--- config.mk ---
export PLATFORM = sky130hd
export DESIGN_NAME = rba_cordic_cell
export DESIGN_NICKNAME = d
export VERILOG_FILES = /design/src/hdl/rba_pkg.sv /design/src/hdl/rba_cordic_cell.sv
export SDC_FILE = /design/constraint.sdc
export NUM_CORES = 1
export LEC_CHECK = 0
export BUFFER_PORTS_ARGS = -buffer_cell sky130_fd_sc_hd__buf_2
export CAP_MARGIN = 20
export CORE_AREA = 2 2 309 311
export CTS_CLUSTER_DIAMETER = 40
export DETAILED_ROUTE_END_ITERATION = 10
export DIE_AREA = 0 0 311 313
export PLACE_DENSITY = 0.41
export RECOVER_POWER = 50
export SKIP_CTS_REPAIR_TIMING = 1
export SLEW_MARGIN = 20
export SYNTH_ARGS = -nofsm -noshare
export SYNTH_HDL_FRONTEND = slang
export SYNTH_SLANG_ARGS = --single-unit
export TNS_END_PERCENT = 50
--- constraint.sdc ---
create_clock -name i_clk -period 5 [get_ports i_clk]
set_clock_uncertainty 0.05 [all_clocks]
set_input_delay 0 -clock i_clk [delete_from_list [all_inputs] [get_ports i_clk]]
set_output_delay 0 -clock i_clk [all_outputs]
set_load 0.01 [all_outputs]
--- src/hdl/rba_pkg.sv ---
// Package: item types, CORDIC constants and shared helpers for the rotated box bounds unit.
package rba_pkg;

    localparam int CORDIC_STEPS = 24;
    localparam int CW = 34;  // CORDIC x/y datapath width
    localparam int ZW = 32;  // CORDIC angle width
    localparam logic signed [CW-1:0] CORDIC_GAIN = 34'sd652032874;
    localparam logic [30:0] Q30_ONE = 31'h4000_0000;

    typedef struct packed {
        logic signed [31:0] center_x;
        logic signed [31:0] center_y;
        logic signed [31:0] center_z;
        logic [30:0]        half_x;
        logic [30:0]        half_y;
        logic [30:0]        half_z;
        logic [15:0]        yaw_angle;
        logic [15:0]        roll_angle;
        logic [15:0]        pitch_angle;
    } t_in_item;

    typedef struct packed {
        logic signed [31:0] min_x;
        logic signed [31:0] min_y;
        logic signed [31:0] min_z;
        logic signed [31:0] max_x;
        logic signed [31:0] max_y;
        logic signed [31:0] max_z;
    } t_out_item;

    // CORDIC state handed from cell to cell, for both angles
    typedef struct packed {
        logic signed [CW-1:0] tx;
        logic signed [CW-1:0] ty;
        logic signed [ZW-1:0] tz;
        logic                 tq;
        logic signed [CW-1:0] px;
        logic signed [CW-1:0] py;
        logic signed [ZW-1:0] pz;
        logic                 pq;
    } t_cordic;

    // box data that travels alongside the CORDIC chain
    typedef struct packed {
        logic signed [31:0] center_x;
        logic signed [31:0] center_y;
        logic signed [31:0] center_z;
        logic [30:0]        half_x;
        logic [30:0]        half_y;
        logic [30:0]        half_z;
    } t_box;

    function automatic logic signed [ZW-1:0] atan_turns(input logic [4:0] i);
        case (i)
            5'd0:    atan_turns = 32'sd536870912;
            5'd1:    atan_turns = 32'sd316933406;
            5'd2:    atan_turns = 32'sd167458907;
            5'd3:    atan_turns = 32'sd85004756;
            5'd4:    atan_turns = 32'sd42667331;
            5'd5:    atan_turns = 32'sd21354465;
            5'd6:    atan_turns = 32'sd10679838;
            5'd7:    atan_turns = 32'sd5340245;
            5'd8:    atan_turns = 32'sd2670163;
            5'd9:    atan_turns = 32'sd1335087;
            5'd10:   atan_turns = 32'sd667544;
            5'd11:   atan_turns = 32'sd333772;
            5'd12:   atan_turns = 32'sd166886;
            5'd13:   atan_turns = 32'sd83443;
            5'd14:   atan_turns = 32'sd41722;
            5'd15:   atan_turns = 32'sd20861;
            5'd16:   atan_turns = 32'sd10430;
            5'd17:   atan_turns = 32'sd5215;
            5'd18:   atan_turns = 32'sd2608;
            5'd19:   atan_turns = 32'sd1304;
            5'd20:   atan_turns = 32'sd652;
            5'd21:   atan_turns = 32'sd326;
            5'd22:   atan_turns = 32'sd163;
            5'd23:   atan_turns = 32'sd81;
            default: atan_turns = '0;
        endcase
    endfunction

    // |v| clamped to 1.0 in Q2.30
    function automatic logic [30:0] mag_clamp(input logic signed [CW-1:0] v);
        logic [CW-1:0] m;
        m = v[CW-1] ? CW'(-v) : CW'(v);
        mag_clamp = (m > CW'(Q30_ONE)) ? Q30_ONE : m[30:0];
    endfunction

    function automatic logic signed [31:0] sat32(input logic signed [33:0] v);
        if (v > 34'sd2147483647)
            sat32 = 32'sh7fff_ffff;
        else if (v < -34'sd2147483648)
            sat32 = 32'sh8000_0000;
        else
            sat32 = v[31:0];
    endfunction

endpackage

--- src/hdl/rba_cordic_cell.sv ---
// One CORDIC rotation cell: one micro-rotation on both angles, registered.
module rba_cordic_cell
    import rba_pkg::*;
#(
    parameter int STEP = 0
) (
    input  logic    i_clk,
    input  logic    i_rst_n,
    input  logic    i_vld,
    input  t_cordic i_c,
    input  t_box    i_box,
    output logic    o_vld,
    output t_cordic o_c,
    output t_box    o_box
);

    localparam logic signed [ZW-1:0] ATAN = atan_turns(5'(STEP));

    logic    r_vld;
    t_cordic r_c, n_c;
    t_box    r_box;

    always_comb begin
        n_c = i_c;
        // >>> on signed is floor shift
        if (!i_c.tz[ZW-1]) begin
            n_c.tx = i_c.tx - (i_c.ty >>> STEP);
            n_c.ty = i_c.ty + (i_c.tx >>> STEP);
            n_c.tz = i_c.tz - ATAN;
        end else begin
            n_c.tx = i_c.tx + (i_c.ty >>> STEP);
            n_c.ty = i_c.ty - (i_c.tx >>> STEP);
            n_c.tz = i_c.tz + ATAN;
        end
        if (!i_c.pz[ZW-1]) begin
            n_c.px = i_c.px - (i_c.py >>> STEP);
            n_c.py = i_c.py + (i_c.px >>> STEP);
            n_c.pz = i_c.pz - ATAN;
        end else begin
            n_c.px = i_c.px + (i_c.py >>> STEP);
            n_c.py = i_c.py - (i_c.px >>> STEP);
            n_c.pz = i_c.pz + ATAN;
        end
    end

    always_ff @(posedge i_clk) begin
        if (!i_rst_n) begin
            r_vld <= 1'b0;
        end else begin
            r_vld <= i_vld;
        end
        r_c   <= n_c;
        r_box <= i_box;
    end

    assign o_vld = r_vld;
    assign o_c   = r_c;
    assign o_box = r_box;

endmodule

## Word-level counts from Yosys, hierarchy flattened

Cells that the tools add are included.

| word-level totals | value |
|---|---|
| register bits after elaboration | 392 |
| bits in latches | 0 |
| memory bits (writable) | 0 |
| memory bits (read-only) | 0 |
| input port bits | 394 |
| output and inout bits | 392 |
| word-level logic and storage cells | 27 |
| memories kept | 0 |

| operators by class | value |
|---|---|
| $add $sub $neg | 10 |
| $mul | 0 |
| div/mod/pow operators | 0 |
| $lt $le $gt $ge | 0 |
| equality and inequality tests | 0 |
| shift operators | 0 |
| mux-type cells | 2 |
| bitwise gates (word level) | 0 |
| reduce and logical (&&, ||, !) cells | 0 |

Operators by type and width:

| cell | number |
|---|---|
| two-way mux 100 bit | 2 |
| subtractor 34 bit | 4 |
| adder 34 bit | 2 |
| adder 32 x 31 -> 32 bit (second input constant) | 2 |
| subtractor 32 x 31 -> 32 bit (second input constant) | 2 |

## Longest topological paths before layout

| logic depth | value |
|---|---|
| depth after elaboration | 2 |
| mapped depth | 14 |

## Worst setup path before layout

OpenSTA, ideal clock, no wires.

| timing | value |
|---|---|
| path kind | input -> register |
| from | input i_c[142] (netlist bit) |
| to | register r_c, in the netlist o_c[200] |
| data arrival time | 2.460 ns |
| data required time | 4.823 ns |
| setup slack | 2.363 ns |
| cell stages on the path | 13 |
| path buffers | 1 |
| cells stage by stage | inv_1 -> ha_1 -> buf_6 -> and2_4 -> and3_4 -> a221o_1 -> a21oi_2 -> o21ai_1 -> a311o_1 -> a311oi_4 -> nor3_1 -> a211o_1 -> xor2_1 |

RTL lines:

| element | line | source |
|---|---|---|
| start: declaration | rba_cordic_cell.sv:10 | `input t_cordic i_c,` |
| end signal: assignment | rba_cordic_cell.sv:52 | `r_c <= n_c;` |
| end: declaration | rba_cordic_cell.sv:20 | `t_cordic r_c, n_c;` |

==> results.cfg <==
[logic_synthesis]
async_flop_share_pct = 0
yosys_warnings = 0
ys_ff_latch = 390
synth_area_leaders = dfxtp_1 (41%), ha_1 (13%), a21oi_1 (6.0%), xnor2_1 (5.1%), inv_1 (3.8%)
yosysUniqueCellTypes = 89
synth-edff-count = 0
avgSynthCellArea_um2 = 8.96
syn_nets = 2744
synth-main-ff-cell = dfxtp_1
syn-cell-area_um2 = 19200
syn_inst = 2144
synth_top_area_share_pct = 40.7
ys_seq_area_share_pct = 40.7
synth_top_cell_by_area = dfxtp_1

[clock_tree]
root_buffer = clkbuf_16
clockBufferDepth = 3
clk_pin_slew_worst_paths_ns = 0.05
cts_tree = built
htreeDepth = 3
cts_made_buffers = 82
cts.sinks = 390

[sta]
fmax_mhz = 259
hold_ws_ns = -0.0391
period_share_pct = 77.3
finalHoldViolations = 14
min_period_ns = 3.87
setup_viol = 0
setup_tns_ns = 0
rsz0062_at_grt = no
slew_viol_final = 0
worst-slew-pin-transition_ns = 0.979
slew_headroom_pct = 33.0

[power_and_ir_drop]
p_leak_nw = 14.8
powerDensity_nw_per_um2 = 378
power_mw = 12.2
ir_drop_uv = 275

[min_path]
timing.hold.worst_path_depth = 5
min_path_type = in2reg

[die]
start_util_pct = 20.4
ios = 786
rows = 113
die_h_um = 313
core-area_um2 = 94200
die_x_um = 311
die_area_um2 = 97300

[global_route]
antenna_found_initial = 13
grt_start_max_net_pins = 85
first_global_vias = 18652
grt_pass1_wl_mm = 131
grtUsageTotal_pct = 18.3
grt_overflow_total = 0

[placed_design]
dpl_cell_area_um2 = 24400
portBuffers = 785
gp_congestion = 0.906
dpl.hpwl_mm = 77.0

[drt]
via_per_inst = 4.35
totalWireLength_mm = 99.5
wl_met1_mm = 40.4
vias = 20865
drtIter0Drc = 1410
drtPass1Iterations = 5
post-route-drc-count = 0
ant_nets = 0
routedWlPerCell_um = 20.8
routed-wl-met2_mm = 50.1
wl_met3_mm = 6.33
top_layer_used = met5

[setup_path]
worstSetupEndpointType = register
cp.required_ns = 5.49
crit_type = in2reg
worstPathArrival_ns = 4.35
critPathLaunchType = input pin
critPathMaxFanout = 9

[flow_run]
maxCapViolCount = 0

[cells_and_area]
area_growth_pct = 68.7
nets = 4052
final_layout_size_suffix_gt1_share_pct = 23.4
final_cell_area_um2 = 32400
fillers = 9929

[run_status]
violations = hold timing
status = finished, violations left
worst max-delay path, cell delays in order:
cell           delay [ns]
dlygate4sd3_1        0.54
buf_2                0.15
ha_1                 0.49
nor2_1               0.09
a221oi_2             0.43
and3_1               0.29
a21oi_2              0.11
a21o_1               0.26
a311oi_2             0.55
o41ai_2              0.22
a2111oi_2            0.43
a211oi_2             0.09
xor2_1               0.15
dlygate4sd3_1        0.56
where the power goes:
group / total (mW) / internal (mW) / switching [mW] / leakage, nW
logic: 2.79 / 1.17 / 1.62 / 10.1
registers: 3.65 / 3.49 / 0.159 / 3.29
clock network: 5.81 / 3.76 / 2.05 / 1.43
cell type report:
| type | count | area, um2 | area share, % |
|---|---|---|---|
| diodes | 7 | 17.5 | 0.0541 |
| clock buffers | 91 | 2160 | 6.65 |
| well taps | 1265 | 1580 | 4.89 |
| repair buffers | 1313 | 9010 | 27.8 |
| clock inverters | 62 | 810 | 2.50 |
| multi-input cells | 1452 | 10200 | 31.5 |
| flip-flops and latches | 390 | 7810 | 24.1 |
| inverters | 213 | 800 | 2.47 |
sequential cells by signal, indices dropped and copies added (netlist names):
| register | count |
|---|---|
| o_box | 189 |
| o_vld | 1 |
| o_c | 200 |
metal layers:
metal	up-vias	global-route usage, %
met5	-	0
met4	4	6.10
met3	140	4.64
met2	820	32.2
met1	9880	21.7
li1	10021	-
kinds of logic after synthesis:
kind of cell    after synthesis  share of synthesized area, %
flops                       390                          40.7
buf+inv                     302                          6.15
mux                          25                          1.30
fa+ha+maj                   206                          13.7
xor+xnor                    130                          5.93
compound gates              639                          21.1
simple gates                452                          11.1
path summary, 6_finish.rpt:
check	end	from
worst max-delay path	o_c[66]	i_c[74]
worst min-delay path	o_c[141]	i_c[140]
placed cells by master, fill, tap and decap left out, types with 15 or more instances in the layout:
cell / n
nand2b_1: 22
dfxtp_1: 390
clkbuf_1: 158
nor3_1: 45
nand2_1: 91
o21bai_1: 45
xor2_1: 19
ha_1: 198
inv_6: 17
dlygate4sd3_1: 523
a21oi_1: 230
nor2b_1: 24
inv_1: 195
mux2i_1: 25
nor2_1: 170
clkbuf_16: 82
o21ai_1: 24
o21a_1: 19
a31oi_1: 20
a21o_1: 42
buf_2: 628
o21ai_0: 121
xnor2_1: 111
o31ai_1: 15
nand3_1: 24
a211oi_1: 18
synth_stat cells, types with 7 or more instances:
cell,number
o21bai_1,45
nand2_1,91
a211oi_1,18
nor3_1,45
a31oi_1,20
o211ai_1,14
inv_1,195
o21ai_1,24
nor2b_1,24
or3_1,11
buf_2,17
xnor2_1,111
ha_1,198
a2111oi_0,7
a311oi_1,8
fa_1,8
nor4_1,12
buf_1,13
inv_2,10
nor2_1,170
dfxtp_1,390
nand4_1,14
a21o_1,42
o21ai_0,121
o31ai_1,15
mux2i_1,25
clkbuf_1,53
nand3_1,24
clkinv_1,8
a21oi_1,230
xor2_1,19
o21a_1,19
nand2b_1,22
through the flow:
step | utilization [%] | cells | setup slack [ns]
final | 34.4 | 4793 | 1.13
after global routing | 34.4 | 4790 | 0.987
after CTS | 29.0 | 4263 | 2.07
after detailed placement | 25.9 | 4110 | 1.41
after global placement | 25.9 | 4110 | 1.32
after floorplan | - | 2144 | 2.36
Note: power is estimated with default switching activity, not from simulation.
